**config.mk**
```make
export PLATFORM = sky130hd
export DESIGN_NAME = like_pattern_matcher
export DESIGN_NICKNAME = d
export VERILOG_FILES = /design/src/lpm_pkg.sv /design/src/lpm_run_close.sv /design/src/like_pattern_matcher.sv
export SDC_FILE = /design/constraint.sdc
export NUM_CORES = 1
export LEC_CHECK = 0
export ABC_AREA = 1
export BUFFER_PORTS_ARGS = -buffer_cell sky130_fd_sc_hd__buf_2
export CORE_MARGIN = 2
export CORE_UTILIZATION = 60
export DETAILED_ROUTE_END_ITERATION = 8
export PLACE_DENSITY_LB_ADDON = 0.15
export REMOVE_ABC_BUFFERS = 1
export SYNTH_ARGS = -nofsm -noshare
export SYNTH_HDL_FRONTEND = slang
export SYNTH_HIERARCHICAL = 1
export SYNTH_SLANG_ARGS = --single-unit
```
**constraint.sdc**
```tcl
create_clock -name i_clk -period 11.33 [get_ports i_clk]
set_clock_uncertainty 0.2 [all_clocks]
set_input_delay 3.399 -clock i_clk [delete_from_list [all_inputs] [get_ports i_clk]]
set_output_delay 3.399 -clock i_clk [all_outputs]
set_load 0.01 [all_outputs]
```
**src/lpm_pkg.sv**
```systemverilog
`timescale 1ns / 1ps
`default_nettype none

package lpm_pkg;

    typedef enum logic [1:0] {
        OP_LOAD    = 2'd0,
        OP_SUBJECT = 2'd1,
        OP_END     = 2'd2
    } t_op;

    typedef enum logic [1:0] {
        KIND_LITERAL = 2'd0,
        KIND_ANY_ONE = 2'd1,
        KIND_ANY_RUN = 2'd2
    } t_kind;

    localparam logic [7:0] CH_ONE = 8'h5F;
    localparam logic [7:0] CH_RUN = 8'h25;
    localparam logic [7:0] CH_ESC = 8'h5C;

    typedef struct packed {
        logic [1:0] operation;
        logic [7:0] byte_value;
        logic       new_pattern;
    } t_in_item;

    typedef struct packed {
        logic matched;
        logic status;
    } t_out_item;

endpackage

`default_nettype wire

```
**src/lpm_run_close.sv**
```systemverilog
`timescale 1ns / 1ps
`default_nettype none

module lpm_run_close #(
    parameter int WIDTH = 33
) (
    input  wire logic [WIDTH-1:0] i_gen,
    input  wire logic [WIDTH-1:0] i_prop,
    output logic      [WIDTH-1:0] o_out
);

    localparam int LEVELS = $clog2(WIDTH);

    logic [WIDTH-1:0] g [LEVELS+1];
    logic [WIDTH-1:0] p [LEVELS+1];

    // parallel prefix: out[j] set if some active bit i <= j has runs over i..j-1
    always_comb begin
        g[0] = i_gen;
        p[0] = i_prop;
        for (int k = 0; k < LEVELS; k++) begin
            for (int j = 0; j < WIDTH; j++) begin
                if (j >= (1 << k)) begin
                    g[k+1][j] = g[k][j] | (p[k][j] & g[k][j-(1<<k)]);
                    p[k+1][j] = p[k][j] & p[k][j-(1<<k)];
                end else begin
                    g[k+1][j] = g[k][j];
                    p[k+1][j] = p[k][j];
                end
            end
        end
        o_out = g[LEVELS];
    end

endmodule

`default_nettype wire

```
**src/like_pattern_matcher.sv**
```systemverilog
`timescale 1ns / 1ps
`default_nettype none

// channel  | valid       | ready       | payload
// ---------+-------------+-------------+------------------------------
// input    | i_in_valid  | o_in_ready  | i_in_item  (operation, byte, new)
// result   | o_out_valid | i_out_ready | o_out_item (matched, status)
//
// one transaction per cycle unless stalled; an item is registered, then applied to the
// pattern table and active-position vector once it advances
// an end transaction registers its result in r_out when it advances
// reset clears pattern length, flags and position vector; the table needs none
// a waiting result stalls only an end transaction; o_in_ready then follows i_out_ready

module like_pattern_matcher #(
    parameter int PATTERN_MAX = 32
) (
    input  wire logic               i_clk,
    input  wire logic               i_rst_n,
    input  wire logic               i_in_valid,
    output logic                    o_in_ready,
    input  wire lpm_pkg::t_in_item  i_in_item,
    output logic                    o_out_valid,
    input  wire logic               i_out_ready,
    output lpm_pkg::t_out_item      o_out_item
);

    import lpm_pkg::*;

    localparam int N  = PATTERN_MAX;
    localparam int IW = $clog2(N);
    localparam int LW = $clog2(N + 1);

    logic          r_in_valid;
    t_in_item      r_in;
    logic          r_out_valid;
    t_out_item     r_out;

    t_kind         r_kind [N];
    logic [7:0]    r_byte [N];
    logic [LW-1:0] r_len;
    logic          r_esc;
    logic          r_ovf;
    logic [N:0]    r_active;
    logic [N:0]    r_start;
    logic          r_subject_open;

    logic [LW-1:0] n_len;
    logic          n_esc;
    logic          n_ovf;
    logic [N:0]    n_active;
    logic [N:0]    n_start;
    logic          n_subject_open;
    logic          n_out_valid;
    t_out_item     n_out;

    logic          w_advance;
    logic [N-1:0]  w_run;
    logic [N-1:0]  w_step;
    logic [N:0]    w_base;
    logic [N:0]    w_consumed;
    logic [N:0]    w_prop;
    logic [N:0]    w_closed;
    logic [LW-1:0] w_len_eff;
    logic [LW-1:0] w_len_inc;
    logic          w_esc_eff;
    logic [N:0]    w_start_eff;
    logic          w_add;
    t_kind         w_add_kind;
    logic [7:0]    w_add_byte;
    logic          w_wr_en;

    assign w_advance = r_in_valid
                     && (r_in.operation != OP_END || !r_out_valid || i_out_ready);
    assign o_in_ready  = !r_in_valid || w_advance;
    assign o_out_valid = r_out_valid;
    assign o_out_item  = r_out;

    // per-position lanes
    always_comb begin
        for (int i = 0; i < N; i++) begin
            w_run[i]  = (LW'(i) < r_len) && (r_kind[i] == KIND_ANY_RUN);
            w_step[i] = (LW'(i) < r_len) && (r_kind[i] != KIND_ANY_RUN)
                      && (r_kind[i] == KIND_ANY_ONE || r_byte[i] == r_in.byte_value);
        end
    end

    assign w_base = r_subject_open ? r_active : r_start;

    always_comb begin
        w_consumed = '0;
        for (int i = 0; i < N; i++) begin
            if (w_base[i] && w_run[i]) begin
                w_consumed[i] = 1'b1;
            end
            if (w_base[i] && w_step[i]) begin
                w_consumed[i+1] = 1'b1;
            end
        end
    end

    assign w_prop = {w_run, 1'b0};

    lpm_run_close #(
        .WIDTH (N + 1)
    ) u_run_close (
        .i_gen  (w_consumed),
        .i_prop (w_prop),
        .o_out  (w_closed)
    );

    // pattern compile
    always_comb begin
        w_len_eff   = r_in.new_pattern ? '0 : r_len;
        w_esc_eff   = r_in.new_pattern ? 1'b0 : r_esc;
        w_start_eff = r_in.new_pattern ? (N+1)'(1) : r_start;
        w_len_inc   = w_len_eff + 1'b1;
        w_add       = 1'b1;
        w_add_kind  = KIND_LITERAL;
        w_add_byte  = r_in.byte_value;
        n_esc       = 1'b0;
        priority if (w_esc_eff) begin
            w_add_kind = KIND_LITERAL;
        end else if (r_in.byte_value == CH_ESC) begin
            w_add = 1'b0;
            n_esc = 1'b1;
        end else if (r_in.byte_value == CH_ONE) begin
            w_add_kind = KIND_ANY_ONE;
            w_add_byte = 8'd0;
        end else if (r_in.byte_value == CH_RUN) begin
            w_add_kind = KIND_ANY_RUN;
            w_add_byte = 8'd0;
        end else begin
            w_add_kind = KIND_LITERAL;
        end
    end

    always_comb begin
        n_len          = r_len;
        n_ovf          = r_ovf;
        n_active       = r_active;
        n_start        = r_start;
        n_subject_open = r_subject_open;
        n_out_valid    = r_out_valid && !i_out_ready;
        n_out          = r_out;
        w_wr_en        = 1'b0;
        if (w_advance) begin
            unique case (r_in.operation)
                OP_LOAD: begin
                    n_subject_open = 1'b0;
                    n_len          = w_len_eff;
                    n_ovf          = r_in.new_pattern ? 1'b0 : r_ovf;
                    n_start        = w_start_eff;
                    if (w_add) begin
                        if (w_len_eff >= LW'(N)) begin
                            n_ovf = 1'b1;
                        end else begin
                            w_wr_en            = 1'b1;
                            n_len              = w_len_inc;
                            n_start[w_len_inc] = w_start_eff[w_len_eff]
                                               && (w_add_kind == KIND_ANY_RUN);
                        end
                    end
                end
                OP_SUBJECT: begin
                    n_subject_open = 1'b1;
                    n_active       = w_closed;
                end
                OP_END: begin
                    n_subject_open = 1'b0;
                    n_out_valid    = 1'b1;
                    n_out.matched  = w_base[r_len] && !r_ovf && !r_esc;
                    n_out.status   = r_ovf;
                end
                default: begin
                end
            endcase
        end
    end

    always_ff @(posedge i_clk) begin
        if (!i_rst_n) begin
            r_in_valid     <= 1'b0;
            r_out_valid    <= 1'b0;
            r_len          <= '0;
            r_esc          <= 1'b0;
            r_ovf          <= 1'b0;
            r_active       <= '0;
            r_start        <= (N+1)'(1);
            r_subject_open <= 1'b0;
        end else begin
            if (o_in_ready) begin
                r_in_valid <= i_in_valid;
            end
            r_out_valid    <= n_out_valid;
            r_len          <= n_len;
            if (w_advance && r_in.operation == OP_LOAD) begin
                r_esc <= n_esc;
            end
            r_ovf          <= n_ovf;
            r_active       <= n_active;
            r_start        <= n_start;
            r_subject_open <= n_subject_open;
        end
    end

    always_ff @(posedge i_clk) begin
        if (o_in_ready && i_in_valid) begin
            r_in <= i_in_item;
        end
        r_out <= n_out;
        if (w_wr_en) begin
            r_kind[w_len_eff[IW-1:0]] <= w_add_kind;
            r_byte[w_len_eff[IW-1:0]] <= w_add_byte;
        end
    end

    a_status_no_match: assert property (@(posedge i_clk) disable iff (!i_rst_n)
        o_out_valid && o_out_item.status |-> !o_out_item.matched)
        else $error("overflowed pattern reported a match");

    a_len_bound: assert property (@(posedge i_clk) disable iff (!i_rst_n)
        r_len <= LW'(N))
        else $error("pattern length beyond table size");

    a_ovf_full: assert property (@(posedge i_clk) disable iff (!i_rst_n)
        r_ovf |-> r_len == LW'(N))
        else $error("overflow flagged with room in table");

    a_load_closes: assert property (@(posedge i_clk) disable iff (!i_rst_n)
        w_advance && r_in.operation == OP_LOAD |=> !r_subject_open)
        else $error("subject still open after pattern load");

    a_active_in_range: assert property (@(posedge i_clk) disable iff (!i_rst_n)
        r_subject_open |-> ((r_active >> r_len) >> 1) == '0)
        else $error("active position beyond pattern end");

endmodule

`default_nettype wire
```
; ---- Word-level counts from Yosys, hierarchy flattened
; Memory sizes are Yosys's and may differ from the RTL's.
; Index checks and enable logic that the tools add are counted.
[word_totals]
register_bits = 90
ram_bits = 320
in_bits = 15
out_inout_bits = 4
wordCells = 879
n_memories = 2
[mem_list]
columns = memory, depth, width, read_ports, rd_ports_with_merged_regs, write_ports, line_no
row1 = r_byte, 32, 8, 32, 0, 1, like_pattern_matcher.sv:40  ; logic [7:0] r_byte [N];
row2 = r_kind, 32, 2, 32, 0, 1, like_pattern_matcher.sv:39  ; t_kind r_kind [N];
[classes]
add_sub_neg = 1
n_lt_le_gt_ge = 37
n_eq_ne = 135
muxes = 103
bitwise_logic = 373
n_reduce_logical = 215
[ops]
columns = op, n
row1 = equality test 8 bit, 32
row2 = bitwise AND 1 bit, 238
row3 = logical AND 1 bit, 168
row4 = OR 1 bit, 135
row5 = two-way mux 33 bit, 4
row6 = "< comparator 5 x 6 -> 1 bit, first input constant", 16
row7 = two-way mux 1 bit, 83
row8 = "equality test 2 bit, second input constant", 34
row9 = "equality test 2 x 1 -> 1 bit, second input constant", 33
row10 = "inequality test 2 bit, second input constant", 33
row11 = "< comparator 4 x 6 -> 1 bit, first input constant", 8
row12 = logical OR 1 bit, 35
row13 = bitwise mux 33 bit, 1
row14 = two-way mux 8 bit, 4
row15 = "< comparator 3 x 6 -> 1 bit, first input constant", 4
row16 = "< comparator 6 x 7 -> 1 bit, second input constant", 3
row17 = two-way mux 6 bit, 3
row18 = "equality test 8 x 7 -> 1 bit, second input constant", 2
row19 = binary-select mux 1 bit (select 6 bit), 2
row20 = "< comparator 1 x 6 -> 1 bit, first input constant", 2
row21 = "< comparator 2 x 6 -> 1 bit, first input constant", 2
row22 = "equality test 8 x 6 -> 1 bit, second input constant", 1
row23 = two-way mux 2 bit, 4
row24 = AND reduction 2 bit, 4
row25 = other kinds (9), 13

; ---- Depth between registers and ports, before layout
; Gate-level depths: netlist of run 1.
; An unclocked memory read counts as a cell.
[depth]
depth_word = 18
ltp_mapped = 22
depth_no_buf = 20

; ---- Cells and area by module
; Netlist of run 1, hierarchy kept.
[by_module_without_submodules]
columns = mod, n_inst, cells_each, area_each_um2, seq_area_each_um2
row1 = like_pattern_matcher, 1, 1981, 19598.8, 11541.1
row2 = lpm_run_close, 1, 339, 1478.9, 0.0

; ---- Least setup slack after synthesis of run 1
; OpenSTA, ideal clock, no wires.
[synth_timing]
path_type = in2out
start = input port i_out_ready
end = output port o_in_ready
arrival_ps = 3799
required_ps = 7731
slack_ps = 3932
stages = 4
path_buffers = 0
cell_sequence = nor2_1 -> nand2_1 -> nor2_1 -> inv_1
[synth_via]
elab_chain_len = 3
[synth_lines]
columns = element, line_no
row1 = from (decl), like_pattern_matcher.sv:24  ; input wire logic i_out_ready,
row2 = logical OR 1 bit, like_pattern_matcher.sv:74  ; && (r_in.operation != OP_END || !r_out_valid || i_out_ready);
row3 = logical AND 1 bit, like_pattern_matcher.sv:74
row4 = logical OR 1 bit, like_pattern_matcher.sv:75  ; assign o_in_ready = !r_in_valid || w_advance;
row5 = to (decl), like_pattern_matcher.sv:21  ; output logic o_in_ready,
; Every way passes these cells.

; ---- Final worst setup path of run 1
; Ends and elaborated chain as after synthesis.

==> key figures, run 1 <==
Status
  • Status: finished, final reports clean

Run
  • Max-cap violations: 0

Drt
  • Pre-Repair DR Iteration Count: 8
  • Via count: 16700
  • Routed wire per std cell: 21.6 um
  • DRC: 0
  • DRT antenna net count: 0
  • Wirelength, routed: 60700 um
  • Initial DRC Count: 1959
  • Via/cell ratio: 5.96

Placement
  • Placed inst area: 21600 um^2
  • GP Congestion: 0.995
  • Setup WS pre-CTS: 3.65 ns
  • Post-DP HPWL: 40400 um
  • Buffers on Ports: 18

Critical path
  • Crit path arrival time: 4.08 ns
  • CP Max Fanout: 3
  • Max stage delay cell, worst path: nor2_1
  • Cell Chain, Critical Path: buf_2, nor2_1, nand2_1, nor2_1, inv_1, buf_2
  • Worst path required time: 7.73 ns
  • Crit Path Category: in -> out
  • Worst path top cell family by delay: simple AND/OR/NAND/NOR gates
  • CP endpoint kind: output pin
  • Crit-path max cell delay: 0.15 ns
  • CP Launch Type: input pin
  • CP Buf/Inv Count: 3

Clock network
  • Hold_buf cts: 0
  • Clk slew on worst S/H paths: 0.06 ns
  • CTS H-tree lvls: 2
  • CTS tree: built
  • Clk_lat worst skew: 0.58 ns
  • Clk buf depth: 3
  • Post-cts gate resize count: 0
  • Root Driver: clkbuf_16
  • Setup bufs post-CTS: 0
  • Inserted Clock Buffers: 42
  • CTS sink count: 410

Finish
  • Leading cell type in the layout, fill and taps excluded: nand2_1
  • Final net count: 2338
  • Ratio of cells with drive above 1 in the final layout: 11.2%
  • Final instance area: 22900 um^2
  • Final-layout fill cell count: 2773
  • Most frequent cells in the layout: nand2_1 (478), edfxtp_1 (333), inv_1 (230)
  • Multi-input gate area: 8220 um^2
  • Area grow syn2layout: 8.69%
  • Ant diodes: 0
  • Reg area: 11500 um^2

STA
  • Max-slew headroom: 18.4%
  • Final worst setup slack: 3.65 ns
  • Slew @ Worst Pin: 1.22 ns
  • Final Hold Vio Count: 0
  • Final setup fails: 0
  • Max Slew Vio Count: 0
  • Hold_ws: 0.249 ns
  • Setup TNS: 0 ns
  • Min Tclk post-route: 7.68 ns
  • Max Clk Rate: 130 MHz
  • RSZ-0062 raised after global routing: false
  • Tcrit/Tclk final: 67.8%

GRT
  • Grt total ovfl: 0
  • Largest net degree at the start of global routing: 70
  • Initial antenna violation count: 1
  • Tot GR Track Use: 33.7%
  • Vias in the first global route: 15700
  • Global-route wire length before repair: 91200 um

Power
  • Sequential Power Share: 52.4%
  • Net Sw Frac: 22.7%
  • Clk pwr share: 42.1%
  • Internal Power: 2.42 mW
  • P_sw: 709 uW
  • Max IR drop VDD: 0.166 mV
  • Logic pwr share: 5.5%
  • Power Total: 3.13 mW
  • PwrDens: 137 nW/um^2
  • Leakage power total: 8.11 nW

Floorplan
  • Die X: 191 um
  • Row count: 68
  • Die ar.: 36600 um^2
  • Core area: 34500 um^2
  • # IOs: 19
  • Initial Util: 61.0%
  • Vert. Die Dim: 191 um

Worst hold path
  • Worst hold path class: reg -> reg

Yosys
  • Post-Synthesis Cells: 2319
  • Synth warn: 6
  • Mapped cell area: 21100 um^2
  • Mean Syn Cell Area: 9.09 um^2
worst register-to-register path, cell delays in order (launching register included):
cell and delay (ns):
edfxtp_1 0.34, buf_4 0.27, inv_1 0.37, nand4_1 0.27, nor4_1 0.07, nand2_1 0.44
nand2_1 0.24, nor2_1 0.51, nand3_1 0.66, nor2_1 0.86
metal layers:
layer	vias to the layer above	global-route usage, %	routed length (um)
met4	2	13.9	2390
met5	-	0	13
met1	7905	45.2	24200
met3	150	5.75	6050
li1	7784	-	-
met2	902	54.6	28000
layout make-up:
| class | count | area share [%] |
|---|---|---|
| Inverter | 248 | 4.09 |
| Timing Repair Buffer | 50 | 1.44 |
| Tap cell | 455 | 2.49 |
| Clock inverter | 18 | 0.710 |
| Clock buffer | 59 | 5.00 |
| Sequential cell | 410 | 50.4 |
| Multi-Input combinational cell | 1571 | 35.9 |
per-stage QoR:
stage	instances	util (%)
detailed placement	2734	62.5
CTS	2811	66.3
global route	2811	66.3
global placement	2734	62.5
floorplan	2229	-
finish	2811	66.3
final timing paths:
| path | start | end | slack [ns] | cells past startpoint |
|---|---|---|---|---|
| setup / recovery | i_out_ready | o_in_ready | 3.65 | 6 |
| hold / removal | r_active[26] | r_active[26] | 0.25 | 2 |
| setup reg to reg | r_in[8] | r_byte[22][3] | 6.74 | 9 |
| hold reg to reg | r_active[26] | r_active[26] | 0.25 | 2 |
power groups by stage:
stage               sequential, mW  clock (mW)  combinational [mW]
finish                        1.64        1.32               0.173
global route                  1.64        1.39               0.186
CTS                           1.64        1.33               0.171
detailed placement            1.67           0               0.170
global placement              1.67           0               0.167
floorplan                     1.68           0              0.0884
flip-flops by register name, summed over array words and instances, names as in the netlist:
signal	flops
o_out_item	2
o_out_valid	1
r_start	33
r_len	6
r_active	33
r_subject_open	1
r_in	11
r_esc	1
r_in_valid	1
r_kind	64
r_ovf	1
r_byte	256
(Power assumes the default switching activity.)
==> run 2: changes to the inputs <==
--- a/config.mk
+++ b/config.mk
@@ -8,7 +8,7 @@
 export ABC_AREA = 1
 export BUFFER_PORTS_ARGS = -buffer_cell sky130_fd_sc_hd__buf_2
 export CORE_MARGIN = 2
-export CORE_UTILIZATION = 60
+export CORE_UTILIZATION = 58
 export DETAILED_ROUTE_END_ITERATION = 8
 export PLACE_DENSITY_LB_ADDON = 0.15
 export REMOVE_ABC_BUFFERS = 1
==> constraint.sdc (replaced) <==
create_clock -name i_clk -period 6.7 [get_ports i_clk]
set_clock_uncertainty 0.2 [all_clocks]
set_input_delay 2.01 -clock i_clk [delete_from_list [all_inputs] [get_ports i_clk]]
set_output_delay 2.01 -clock i_clk [all_outputs]
set_load 0.01 [all_outputs]
==> key figures, run 2 (synthesized netlist as in run 1, its figures left out) <==
Clock network
  • CTS sink count: 410
  • CTS tree: built
  • Clk slew on worst S/H paths: 0.06 ns
  • Hold_buf cts: 0
  • Clk_lat worst skew: 0.59 ns
  • Post-cts gate resize count: 0
  • Setup bufs post-CTS: 0
  • Inserted Clock Buffers: 43
  • CTS H-tree lvls: 2
  • Root Driver: clkbuf_16
  • Clk buf depth: 3

Worst hold path
  • Worst hold path class: reg -> reg
  • Worst hold start: r_active[3]
  • Hold Path End: r_active[3]
  • Hold Path Stages: 2

Finish
  • Area grow syn2layout: 8.72%
  • Max reg flops: 256
  • Most frequent cells in the layout: nand2_1 (478), edfxtp_1 (333), inv_1 (229)
  • Final core occ: 64.3%
  • Ant diodes: 0
  • Final instance area: 22900 um^2
  • Ratio of cells with drive above 1 in the final layout: 11.3%
  • Final net count: 2337
  • Leading cell type in the layout, fill and taps excluded: nand2_1
  • Non-Filler Instances: 2816

Floorplan
  • Vert. Die Dim: 195 um
  • Die ar.: 37900 um^2
  • Die X: 195 um
  • Initial Util: 59.1%
  • Core area: 35700 um^2
  • # IOs: 19
  • Row count: 69

STA
  • Tcrit/Tclk final: 73.5%
  • RSZ-0062 raised after global routing: false
  • Final setup fails: 0
  • Setup TNS: 0 ns
  • Max Slew Vio Count: 0
  • Min Tclk post-route: 4.93 ns
  • Max Clk Rate: 203 MHz
  • Slew @ Worst Pin: 1.15 ns
  • Max-slew headroom: 22.6%
  • Final Hold Vio Count: 0

Placement
  • GP Congestion: 0.975
  • Post-DP HPWL: 41300 um
  • Buffers on Ports: 18
  • Placed inst area: 21600 um^2
  • Placed Instances: 2738

Critical path
  • R2R depth: 9
  • Crit Path Category: in -> out
  • FF-to-FF End: r_byte[22][7]
  • Worst R2R Setup Slack: 2.38 ns
  • Crit path arrival time: 2.72 ns
  • Worst path required time: 4.49 ns
  • CP endpoint kind: output pin
  • Max stage delay cell, worst path: nor2_1
  • Cell Chain, Critical Path: buf_2, nor2_1, nand2_1, nor2_1, inv_1, buf_2
  • Reg-to-reg critical path startpoint: r_in[8]
  • Crit-path max cell delay: 0.15 ns
  • CP Launch Type: input pin
  • CP Max Fanout: 3

Status
  • Status: finished, final reports clean

Run
  • Max-cap violations: 0

Power
  • PwrDens: 231 nW/um^2
  • Max IR drop VDD: 0.215 mV
  • Leakage power total: 8.11 nW

GRT
  • Vias in the first global route: 16000
  • Global-route wire length before repair: 92300 um
  • Largest net degree at the start of global routing: 70
  • Tot GR Track Use: 32.3%
  • Initial antenna violation count: 0
  • Grt total ovfl: 0

Drt
  • Via/cell ratio: 5.92
  • DRC: 0
  • Wirelength, routed: 60900 um
  • Routed wire per std cell: 21.6 um
  • Via count: 16700
  • Initial DRC Count: 1513
  • DRT antenna net count: 0
  • Pre-Repair DR Iteration Count: 5
## run 2: cell count changes in the layout (fill, tap and decap cells not counted), sizes merged
cell	before	now
clkbuf	59	54
clkinv	21	26
buf	50	48
clkinvlp	0	1
## run 2: cell type report
type | instances | area, um^2
clock inverters | 24 | 188
fillers | 2912 | 12700
well taps | 461 | 577
clock buffers | 54 | 1130
inverters | 248 | 936
flip-flops and latches | 410 | 11500
repair buffers | 48 | 315
multi-input cells | 1571 | 8230
## run 2: worst max path at each step
| stage | startpoint | endpoint | slack (ns) | cells after the start |
|---|---|---|---|---|
| 5_1_grt | i_out_ready | o_in_ready | 1.68 | 6 |
| 4_1_cts | i_out_ready | o_in_ready | 1.79 | 6 |
| 3_3_place_gp | i_out_ready | r_byte[26][4] | 1.67 | 10 |
| 6_report | i_out_ready | o_in_ready | 1.77 | 6 |
| 2_1_floorplan | i_out_ready | r_byte[20][0] | 1.67 | 8 |
| 3_5_place_dp | i_out_ready | r_byte[2][2] | 1.64 | 10 |
## run 2: report_power, final
group | switching, mW | internal, mW | total (mW)
clock | 0.992 | 1.24 | 2.23
combinational | 0.202 | 0.0858 | 0.288
sequential | 0.0128 | 2.76 | 2.77
## run 2: routing by layer
| metal | wire (um) | global-route usage, % | share of wire [%] | up-vias |
|---|---|---|---|---|
| li1 | - | - | - | 7787 |
| met5 | 0 | 0 | 0 | - |
| met4 | 2540 | 14.3 | 4.2 | 0 |
| met1 | 25000 | 44.0 | 41 | 7926 |
| met3 | 5480 | 5.24 | 9.0 | 167 |
| met2 | 27900 | 51.5 | 46 | 799 |
## run 2: worst max-delay path, delay by kind of cell
family                 cells  cell delay (ns)
buffers and inverters      3             0.30
AND/OR/NAND/NOR            3             0.40
## run 2: metrics by stage
| step | hold WS, ns | power (mW) | setup slack [ns] |
|---|---|---|---|
| 2_1_floorplan | 0.223 | 3.00 | 1.67 |
| 3_3_place_gp | 0.238 | 3.11 | 1.67 |
| 3_5_place_dp | 0.243 | 3.11 | 1.64 |
| 4_1_cts | 0.252 | 5.31 | 1.79 |
| 5_1_grt | 0.274 | 5.44 | 1.68 |
| 6_report | 0.251 | 5.30 | 1.77 |
